`config.mk`:
```
export PLATFORM = sky130hd
export DESIGN_NAME = time_of_day_accumulator_top
export DESIGN_NICKNAME = d
export VERILOG_FILES = /design/src/hw/rtl/tod_pkg.sv /design/src/hw/rtl/time_of_day_accumulator_top.sv /design/src/hw/rtl/tod_alu.sv /design/src/hw/rtl/tod_bcd.sv
export SDC_FILE = /design/constraint.sdc
export NUM_CORES = 1
export LEC_CHECK = 0
export ABC_AREA = 1
export BUFFER_PORTS_ARGS = -buffer_cell sky130_fd_sc_hd__buf_2
export CAP_MARGIN = 20
export CORE_MARGIN = 2
export CORE_UTILIZATION = 40
export CTS_CLUSTER_DIAMETER = 60
export DETAILED_ROUTE_END_ITERATION = 6
export MAX_ROUTING_LAYER = met4
export PLACE_DENSITY_LB_ADDON = 0.15
export SLEW_MARGIN = 20
export SYNTH_ARGS = -nofsm -noshare
export SYNTH_HDL_FRONTEND = slang
export SYNTH_SLANG_ARGS = --single-unit
```
`constraint.sdc`:
```
create_clock -name clk -period 14 [get_ports clk]
set_clock_uncertainty 0.15 [all_clocks]
set_input_delay 2.8 -clock clk [delete_from_list [all_inputs] [get_ports clk]]
set_output_delay 2.8 -clock clk [all_outputs]
set_load 0.01 [all_outputs]
```
`src/hw/rtl/tod_pkg.sv`:
```
`timescale 1ns / 1ps

package tod_pkg;

  localparam logic [4:0] HourMax   = 5'd23;
  localparam logic [5:0] MinuteMax = 6'd59;
  localparam logic [5:0] SecondMax = 6'd59;
  localparam logic [9:0] MilliMax  = 10'd999;

  typedef struct packed {
    logic [4:0] hours;
    logic [5:0] minutes;
    logic [5:0] seconds;
    logic [9:0] millis;
  } tod_time_t;

  typedef enum logic [1:0] {
    OP_SET = 2'd0,
    OP_ADD = 2'd1,
    OP_SUB = 2'd2,
    OP_CMP = 2'd3
  } op_t;

  typedef enum logic [1:0] {
    ORD_EQUAL   = 2'd0,
    ORD_LATER   = 2'd1,
    ORD_EARLIER = 2'd2
  } order_t;

endpackage

```
`src/hw/rtl/time_of_day_accumulator_top.sv`:
```
`timescale 1ns / 1ps
// an input transaction loads the input register, and the result register loads from it
// when it advances, after which the result transaction is offered on the outputs
// one transaction per cycle while out_stall is low, as the add/subtract and bcd path is combinational
// under out_stall the input register takes one more transaction, then in_stall rises
// reset (rst, synchronous, active high) clears the stored time to 00:00:00.000
// and empties both the input and result registers

module time_of_day_accumulator_top (
  input  logic        clk,
  input  logic        rst,
  input  logic        in_valid,
  output logic        in_stall,
  input  logic [1:0]  opcode,
  input  logic [4:0]  hours_in,
  input  logic [5:0]  minutes_in,
  input  logic [5:0]  seconds_in,
  input  logic [9:0]  millis_in,
  output logic        out_valid,
  input  logic        out_stall,
  output logic [4:0]  hours_out,
  output logic [5:0]  minutes_out,
  output logic [5:0]  seconds_out,
  output logic [9:0]  millis_out,
  output logic [1:0]  order,
  output logic [35:0] display_digits
);
  import tod_pkg::*;

  logic      in_full;
  op_t       in_op;
  tod_time_t in_opnd;
  tod_time_t cur;
  tod_time_t cur_next;
  order_t    ord_next;
  logic [35:0] digits_next;
  logic      advance;
  logic      load;

  assign advance  = in_full && (!out_valid || !out_stall);
  assign in_stall = in_full && !advance;
  assign load     = in_valid && !in_stall;

  tod_alu u_alu (
    .op      (in_op),
    .stored  (cur),
    .operand (in_opnd),
    .result  (cur_next),
    .order   (ord_next)
  );

  tod_bcd u_bcd (
    .value  (cur_next),
    .digits (digits_next)
  );

  always_ff @(posedge clk) begin
    if (rst) begin
      in_full   <= 1'b0;
      out_valid <= 1'b0;
      cur       <= '0;
    end else begin
      if (load) begin
        in_full <= 1'b1;
      end else if (advance) begin
        in_full <= 1'b0;
      end
      if (advance) begin
        out_valid <= 1'b1;
        cur       <= cur_next;
      end else if (!out_stall) begin
        out_valid <= 1'b0;
      end
    end
  end

  // payload registers
  always_ff @(posedge clk) begin
    if (load) begin
      in_op   <= op_t'(opcode);
      in_opnd <= '{hours: hours_in, minutes: minutes_in,
                   seconds: seconds_in, millis: millis_in};
    end
    if (advance) begin
      hours_out      <= cur_next.hours;
      minutes_out    <= cur_next.minutes;
      seconds_out    <= cur_next.seconds;
      millis_out     <= cur_next.millis;
      order          <= ord_next;
      display_digits <= digits_next;
    end
  end

endmodule

```
`src/hw/rtl/tod_alu.sv`:
```
`timescale 1ns / 1ps

module tod_alu (
  input  tod_pkg::op_t      op,
  input  tod_pkg::tod_time_t stored,
  input  tod_pkg::tod_time_t operand,
  output tod_pkg::tod_time_t result,
  output tod_pkg::order_t    order
);
  import tod_pkg::*;

  localparam logic [10:0] MilliMod  = 11'd1000;
  localparam logic [6:0]  SixtyMod  = 7'd60;
  localparam logic [5:0]  HourMod   = 6'd24;

  tod_time_t opnd;
  tod_time_t sum_t;
  tod_time_t diff_t;
  tod_time_t sat_hi;

  logic [10:0] ms_sum, ms_diff;
  logic [6:0]  s_sum, s_diff, m_sum, m_diff;
  logic [5:0]  h_sum, h_diff;
  logic        c0, c1, c2, ovf;
  logic        b0, b1, b2, unf;
  logic        later, earlier;

  // clamp operand fields to legal range
  always_comb begin
    opnd.hours   = (operand.hours   > HourMax)   ? HourMax   : operand.hours;
    opnd.minutes = (operand.minutes > MinuteMax) ? MinuteMax : operand.minutes;
    opnd.seconds = (operand.seconds > SecondMax) ? SecondMax : operand.seconds;
    opnd.millis  = (operand.millis  > MilliMax)  ? MilliMax  : operand.millis;
  end

  assign sat_hi = '{hours: HourMax, minutes: MinuteMax, seconds: SecondMax, millis: MilliMax};

  // mixed-radix add
  always_comb begin
    ms_sum = {1'b0, stored.millis} + {1'b0, opnd.millis};
    c0     = (ms_sum >= MilliMod);
    if (c0) ms_sum = ms_sum - MilliMod;
    s_sum  = {1'b0, stored.seconds} + {1'b0, opnd.seconds} + {6'd0, c0};
    c1     = (s_sum >= SixtyMod);
    if (c1) s_sum = s_sum - SixtyMod;
    m_sum  = {1'b0, stored.minutes} + {1'b0, opnd.minutes} + {6'd0, c1};
    c2     = (m_sum >= SixtyMod);
    if (c2) m_sum = m_sum - SixtyMod;
    h_sum  = {1'b0, stored.hours} + {1'b0, opnd.hours} + {5'd0, c2};
    ovf    = (h_sum >= HourMod);
    sum_t.hours   = h_sum[4:0];
    sum_t.minutes = m_sum[5:0];
    sum_t.seconds = s_sum[5:0];
    sum_t.millis  = ms_sum[9:0];
  end

  // mixed-radix subtract
  always_comb begin
    ms_diff = {1'b0, stored.millis} - {1'b0, opnd.millis};
    b0      = ms_diff[10];
    if (b0) ms_diff = ms_diff + MilliMod;
    s_diff  = {1'b0, stored.seconds} - {1'b0, opnd.seconds} - {6'd0, b0};
    b1      = s_diff[6];
    if (b1) s_diff = s_diff + SixtyMod;
    m_diff  = {1'b0, stored.minutes} - {1'b0, opnd.minutes} - {6'd0, b1};
    b2      = m_diff[6];
    if (b2) m_diff = m_diff + SixtyMod;
    h_diff  = {1'b0, stored.hours} - {1'b0, opnd.hours} - {5'd0, b2};
    unf     = h_diff[5];
    diff_t.hours   = h_diff[4:0];
    diff_t.minutes = m_diff[5:0];
    diff_t.seconds = s_diff[5:0];
    diff_t.millis  = ms_diff[9:0];
  end

  assign later   = (stored > opnd);
  assign earlier = (stored < opnd);

  always_comb begin
    result = stored;
    order  = ORD_EQUAL;
    case (op)
      OP_SET: result = opnd;
      OP_ADD: result = ovf ? sat_hi : sum_t;
      OP_SUB: result = unf ? '0 : diff_t;
      OP_CMP: begin
        if (later) order = ORD_LATER;
        else if (earlier) order = ORD_EARLIER;
      end
      default: result = stored;
    endcase
  end

endmodule

```
`src/hw/rtl/tod_bcd.sv`:
```
`timescale 1ns / 1ps

module tod_bcd (
  input  tod_pkg::tod_time_t value,
  output logic [35:0]        digits
);
  import tod_pkg::*;

  function automatic logic [7:0] bcd_pair(input logic [6:0] v);
    logic [3:0] t;
    logic [6:0] r;
    t = '0;
    for (int k = 1; k < 10; k++) begin
      if (v >= 7'(k * 10)) t = 4'(k);
    end
    r = v - 7'(t * 10);
    return {t, r[3:0]};
  endfunction

  logic [3:0] ms_hund;
  logic [9:0] ms_rem;

  // hundreds digit of milliseconds by threshold count
  always_comb begin
    ms_hund = '0;
    for (int k = 1; k < 10; k++) begin
      if (value.millis >= 10'(k * 100)) ms_hund = 4'(k);
    end
    ms_rem = value.millis - 10'(ms_hund * 100);
  end

  assign digits = {bcd_pair({2'b00, value.hours}),
                   bcd_pair({1'b0, value.minutes}),
                   bcd_pair({1'b0, value.seconds}),
                   ms_hund,
                   bcd_pair(ms_rem[6:0])};

endmodule
```
==> results.cfg, run 1 <==
[place]
placed_cell_area_mm2 = 0.0103
place_congestion = 0.935
port_buffers = 95
place_hpwl_um = 19200
placedCellCount = 1587

[detailed_routing]
num_vias = 8013
drtIter0Drc = 471
wl_per_cell_um = 15.5
ant_nets = 0
vias_per_cell = 4.94
drc = 0
firstDrtPassIters = 5
wl_um = 25100

[layout]
area_growth_pct = 13.5
layoutNonFillerInstCount = 1622
design_area_mm2 = 0.0109
nets = 1437
fillers = 2352
drive_gt1_share_pct = 17.3
multiInputGateArea_mm2 = 0.00538
n_antenna_cell = 0
fin_util_pct = 46.3
seqCellArea_mm2 = 0.00316

[synth]
synth_cells = 1205
yosysTopAreaCell = edfxtp_1
synth_edf_count = 86
synthTopCellsByArea = edfxtp_1 (27%), ha_1 (12%), inv_1 (8.1%), nand2_1 (8.1%), dfxtp_1 (6.1%)
synthFlopType = edfxtp_1
synth_cell_type_count = 61
synth.avg_cell_area_um2 = 7.95
ys_ff_latch = 115
yosysWarnings = 0
yosysSeqAreaShare_pct = 33.0
synth_top_area_share_pct = 27.0
synthArstFlopShare_pct = 0
syn_area_mm2 = 0.00958

[grt]
track_usage_pct = 21.0
grt_max_degree = 67
grt_pass1_wl_um = 40900
grt_pass1_vias = 7805
grt-ovfl-total = 0
antenna_found_initial = 0

[setup_path]
endpoint_kind = flop
crit_path_start = in_opnd[8]
arrival_ns = 12.77
ff2ff_path_depth = 78
r2r-start = in_opnd[8]
path_max_fanout = 13
r2r_slack_ns = 1.26
path_class = reg -> reg
startpoint_type = flop
path_common_cell = nand2_1
crit_slowest_cell = edfxtp_1
cpPeakStageDelay_ns = 0.45
endpoint = display_digits[3]
worst-endpoint-required_ns = 14.03
worstReg2RegEnd = display_digits[3]

[die]
dieArea_mm2 = 0.0252
num_io_pins = 100
rows = 56
coreArea_mm2 = 0.0235
die_h_um = 159
start_util_pct = 40.8
fp.dieW_um = 159

[cts]
cts.path.max_buffers = 2
cts_sinks = 115
cts_inserted_buffers = 17
clk_pin_slew_ns = 0.06
worst_skew_pair.late_latency_ns = 0.42
cts-root-buf = clkbuf_16
cts_htree_levels = 4
ctsHoldBuffers = 0
cts_tree = done

[power_and_ir_drop]
total_power_w = 0.00167
ir_drop_mv = 0.0883
power_density_mw_per_mm2 = 153
p_leak_nw = 5.28

[min_path]
min_path_type = reg -> reg

[sta]
fin_crit_sh_pct = 91.0
timing.hold.ws_ns = 0.374
hold_viol = 0
finalSetupViolations = 0
slew_violations = 0
worst_pin_slew_ns = 0.993
min_period_ns = 12.74
slew_headroom_pct = 33.7
max_freq_ghz = 0.0785

[job]
max_cap_violations = 0

[status]
status = finished clean
-- timing repair --
item | in CTS | in global routing
resized for setup | 0 | 4
buffers inserted | 0 | 3
endpoints found under the setup margin | 0 | 2
-- routing by layer --
metal	GRT usage [%]	wire length, um
met1	29.0	12500
met2	32.3	11300
met3	3.40	1050
met4	4.92	263
met5	-	0
-- worst min-delay path by stage --
stage	start	to	slack, ns	cells after the start
after CTS	out_valid	out_valid	0.38	2
after global routing	in_full	out_valid	0.41	2
after detailed placement	out_valid	out_valid	0.37	2
after global placement	out_valid	out_valid	0.36	2
after floorplan	in_full	out_valid	0.30	2
final	out_valid	out_valid	0.37	2
-- stage by stage --
stage / worst slack [ns] / setup TNS, ns
2_1_floorplan: 2.68 / 0
3_3_place_gp: 1.45 / 0
3_5_place_dp: 1.18 / 0
4_1_cts: 1.12 / 0
5_1_grt: -0.0298 / -0.0298
6_report: 1.26 / 0
-- flip-flops by register name, indices dropped and copies added (netlist names), 2 cells and up --
register / count
in_opnd: 27
hours_out: 5
minutes_out: 6
millis_out: 10
order: 2
seconds_out: 6
in_op: 2
display_digits: 28
cur: 27
-- cell usage after synthesis, types with 2 or more instances --
| library cell | n |
|---|---|
| a21o_1 | 4 |
| a21oi_1 | 80 |
| a21oi_2 | 5 |
| a221oi_1 | 2 |
| a22oi_1 | 4 |
| a31oi_1 | 2 |
| and2_1 | 2 |
| buf_2 | 2 |
| buf_4 | 12 |
| buf_6 | 2 |
| clkbuf_1 | 26 |
| dfxtp_1 | 29 |
| edfxtp_1 | 86 |
| fa_1 | 19 |
| ha_1 | 95 |
| inv_1 | 207 |
| inv_2 | 19 |
| nand2_1 | 206 |
| nand2_2 | 21 |
| nand2_4 | 7 |
| nand3_1 | 52 |
| nand3_2 | 7 |
| nand4_1 | 9 |
| nor2_1 | 84 |
| nor2_2 | 9 |
| nor2_4 | 2 |
| nor3_1 | 7 |
| nor4_1 | 7 |
| o2111ai_1 | 3 |
| o211ai_1 | 18 |
| o21ai_0 | 66 |
| o21ai_1 | 12 |
| o21ai_2 | 2 |
| o21bai_1 | 12 |
| o221ai_1 | 2 |
| o22ai_1 | 3 |
| o31ai_1 | 6 |
| o41ai_1 | 2 |
| or2_2 | 8 |
| xnor2_1 | 12 |
| xor2_1 | 32 |
-- power by group --
part | leakage, nW | total [W] | switching, W | internal, W
clock network | 0.243 | 0.000393 | 0.000169 | 0.000225
logic | 3.97 | 0.000807 | 0.000519 | 0.000288
registers | 1.06 | 0.000468 | 0.0000204 | 0.000447
total | 5.28 | 0.00167 | 0.000708 | 0.000960
-- critical path: cells and delay by family, from the launching register on --
| kind | cells | cell delay [ns] |
|---|---|---|
| AOI/OAI and AO/OA | 5 | 0.93 |
| xor gates and xnor gates | 4 | 0.89 |
| adders and majority gates | 14 | 4.53 |
| buffers and inverters | 12 | 1.15 |
| DFF | 1 | 0.45 |
| and+or+nand+nor | 43 | 4.35 |
-- cell type report --
cell class | instances | share of cell area, %
well taps | 319 | 3.67
clock inverters | 13 | 0.805
multi-input cells | 823 | 49.5
clock buffers | 19 | 3.98
repair buffers | 106 | 5.13
flip-flops and latches | 115 | 29.1
inverters | 227 | 7.83
-- layout by cell type (no fill, tap or decap), drive strengths merged, types with 3 or more instances in the layout --
master    count
ha           95
nor2         95
or2           9
nand3        60
o21ai        80
a21oi        86
o21bai       13
buf         106
dfxtp        29
o2111ai       3
clkinv        8
nor4          7
fa           19
o22ai         3
clkbuf       19
o31ai         7
xnor2        12
xor2         32
nand2       234
conb          4
a22oi         4
clkinvlp      5
edfxtp       86
a21o          4
o211ai       19
nand4        10
inv         227
nor3          8
-- cells by family after synthesis --
kind of cell,Yosys count,share of synthesized area [%]
buffers and inverters,270,11.2
adder cells (fa/ha/maj),114,16.4
XOR/XNOR,44,4.02
AO/OA/AOI/OAI,233,14.6
flip-flops,115,33.0
AND/OR/NAND/NOR,428,20.7
other,1,0.0391
No activity file was read; power rests on OpenSTA's default activity.
==> run 2: changes to the inputs <==
--- a/config.mk
+++ b/config.mk
@@ -5,7 +5,7 @@
 export SDC_FILE = /design/constraint.sdc
 export NUM_CORES = 1
 export LEC_CHECK = 0
-export ABC_AREA = 1
+export ABC_AREA = 0
 export BUFFER_PORTS_ARGS = -buffer_cell sky130_fd_sc_hd__buf_2
 export CAP_MARGIN = 20
 export CORE_MARGIN = 2
==> results.cfg, run 2 <==
[status]
status = finished clean

[setup_path]
startpoint_type = flop
cpLargestDelayFamily = adder cells
arrival_ns = 13.23
cp_num_cells = 60
crit_path_start = in_opnd[6]
path_class = reg -> reg
endpoint_kind = flop
r2r_slack_ns = 0.80
crit_slowest_cell = fa_1
r2r-start = in_opnd[6]
endpoint = display_digits[3]
ff2ff_path_depth = 60
cpPeakStageDelay_ns = 0.42
path_max_fanout = 8
worst-endpoint-required_ns = 14.03
worstReg2RegEnd = display_digits[3]
cp.buffers_inverters = 6
path_common_cell = fa_2

[layout]
fillers = 2250
area_growth_pct = 17.2
regMostFlops = display_digits
mostFrequentLayoutCells = inv_1 (108), ha_1 (95), buf_2 (95)
nets = 1275
reg_top3 = display_digits: 28 flops, cur: 27 flops, in_opnd: 27 flops
design_area_mm2 = 0.0110
n_antenna_cell = 0
largest_reg_flops = 28
drive_gt1_share_pct = 19.3
layout_commonest_cell = inv_1

[cts]
cts_sinks = 115
ctsHoldBuffers = 0
clk_pin_slew_ns = 0.06
cts_tree = done
cts_htree_levels = 4
cts-root-buf = clkbuf_16
cts_inserted_buffers = 17
cts.path.max_buffers = 2
worst_skew_pair.late_latency_ns = 0.43

[sta]
setup_tns_ns = 0
slew_headroom_pct = 30.8
finalSetupViolations = 0
fin_ws_ns = 0.798
min_period_ns = 13.20
rsz0062_at_grt = no
hold_viol = 0
slew_violations = 0
max_freq_ghz = 0.0757
worst_pin_slew_ns = 1.04
fin_crit_sh_pct = 94.3
timing.hold.ws_ns = 0.357

[synth]
synth_common_cells = inv_1 (109), ha_1 (95), nor2_1 (91), edfxtp_1 (86), a21oi_1 (73)
synth.avg_cell_area_um2 = 9.21
syn_area_mm2 = 0.00941
synth_edf_count = 86
synthTopCellsByArea = edfxtp_1 (27%), ha_1 (13%), dfxtp_1 (6.2%), inv_1 (4.3%), fa_1 (4.0%)
post-synth-top-count-cell = inv_1
synthFlopType = edfxtp_1
synth_cells = 1022
ys_ff_latch = 115
yosysSeqAreaShare_pct = 33.6
yosysTopAreaCell = edfxtp_1
synthArstFlopShare_pct = 0
synth_top_area_share_pct = 27.4
synth_cell_type_count = 88
yosysWarnings = 0

[grt]
grt-ovfl-total = 0
grt_pass1_vias = 7314
track_usage_pct = 21.5
grt_max_degree = 84
antenna_found_initial = 0
grt_pass1_wl_um = 39800
top_usage_layer = met2
met2_usage_pct = 32.8
grt.met1_usage_pct = 29.6
met3_usage_pct = 3.85

[power_and_ir_drop]
ir_drop_mv = 0.104
p_leak_nw = 4.78
power_density_mw_per_mm2 = 159
total_power_w = 0.00176

[place]
port_buffers = 95
place_hpwl_um = 18100
pre_cts_ws_ns = 0.109
placed_cell_area_mm2 = 0.0103
place_congestion = 0.949

[die]
fp.dieW_um = 157
coreArea_mm2 = 0.0233
dieArea_mm2 = 0.0248
rows = 56
start_util_pct = 40.5
num_io_pins = 100
die_h_um = 157

[detailed_routing]
drtIter0Drc = 673
ant_nets = 0
wl_um = 25100
wl_per_cell_um = 17.2
vias_per_cell = 5.31
drc = 0
firstDrtPassIters = 6
num_vias = 7753

[min_path]
min_path_type = reg -> reg

[job]
max_cap_violations = 0
-- run 2: worst min-delay path, cell delays in order, from the launching register on --
cell	delay, ns
dfxtp_1	0.34
a21oi_1	0.05
nor2_1	0.08
-- run 2: logic make-up (layout without fill, tap and decap cells) --
kind of cell | Yosys count | in the layout | share of synthesized area, %
and+or+nand+nor | 274 | 274 | 14.1
AOI/OAI and AO/OA | 271 | 271 | 20.4
buffers and inverters | 164 | 280 | 7.09
adders and majority gates | 117 | 117 | 17.0
DFF | 115 | 115 | 33.6
xor gates and xnor gates | 67 | 67 | 6.39
muxes | 13 | 13 | 1.38
other | 1 | 4 | 0.0398
-- run 2: how the worst min path moves through the flow --
stage,cells past startpoint,end,start,slack (ns)
2_1_floorplan,2,out_valid,in_full,0.30
3_3_place_gp,2,out_valid,in_full,0.32
3_5_place_dp,2,out_valid,in_full,0.33
4_1_cts,2,out_valid,in_full,0.35
5_1_grt,2,out_valid,in_full,0.36
6_report,2,out_valid,in_full,0.36
-- run 2: what timing repair did --
| action | in CTS | in global routing |
|---|---|---|
| resized for setup | 0 | 20 |
| setup buffers | 0 | 14 |
| endpoints found under the setup margin | 0 | 3 |
-- run 2: through the flow --
stage               instances  util (%)
global placement         1414      44.1
detailed placement       1414      44.1
floorplan                1025         -
finish                   1460      47.4
CTS                      1446      46.6
global route             1460      47.4
-- run 2: routing by layer --
layer	up-vias	routed length [um]
met5	-	0
met4	0	407
met3	27	1080
met2	203	11400
met1	3671	12200
li1	3852	-
-- run 2: layout make-up --
cell class / instances / area (um2) / area share [%]
sequential: 115 / 3160 / 28.7
timing repair buffer: 135 / 776 / 7.03
inverter: 113 / 429 / 3.89
tap: 319 / 399 / 3.62
clock inverter: 15 / 163 / 1.47
clock buffer: 17 / 425 / 3.86
multi-input combinational: 746 / 5680 / 51.5
-- run 2: power breakdown --
| part | total [W] | switching [W] | internal [W] |
|---|---|---|---|
| sequential | 0.000465 | 0.0000196 | 0.000446 |
| combinational | 0.000850 | 0.000487 | 0.000363 |
| clock | 0.000443 | 0.000191 | 0.000252 |
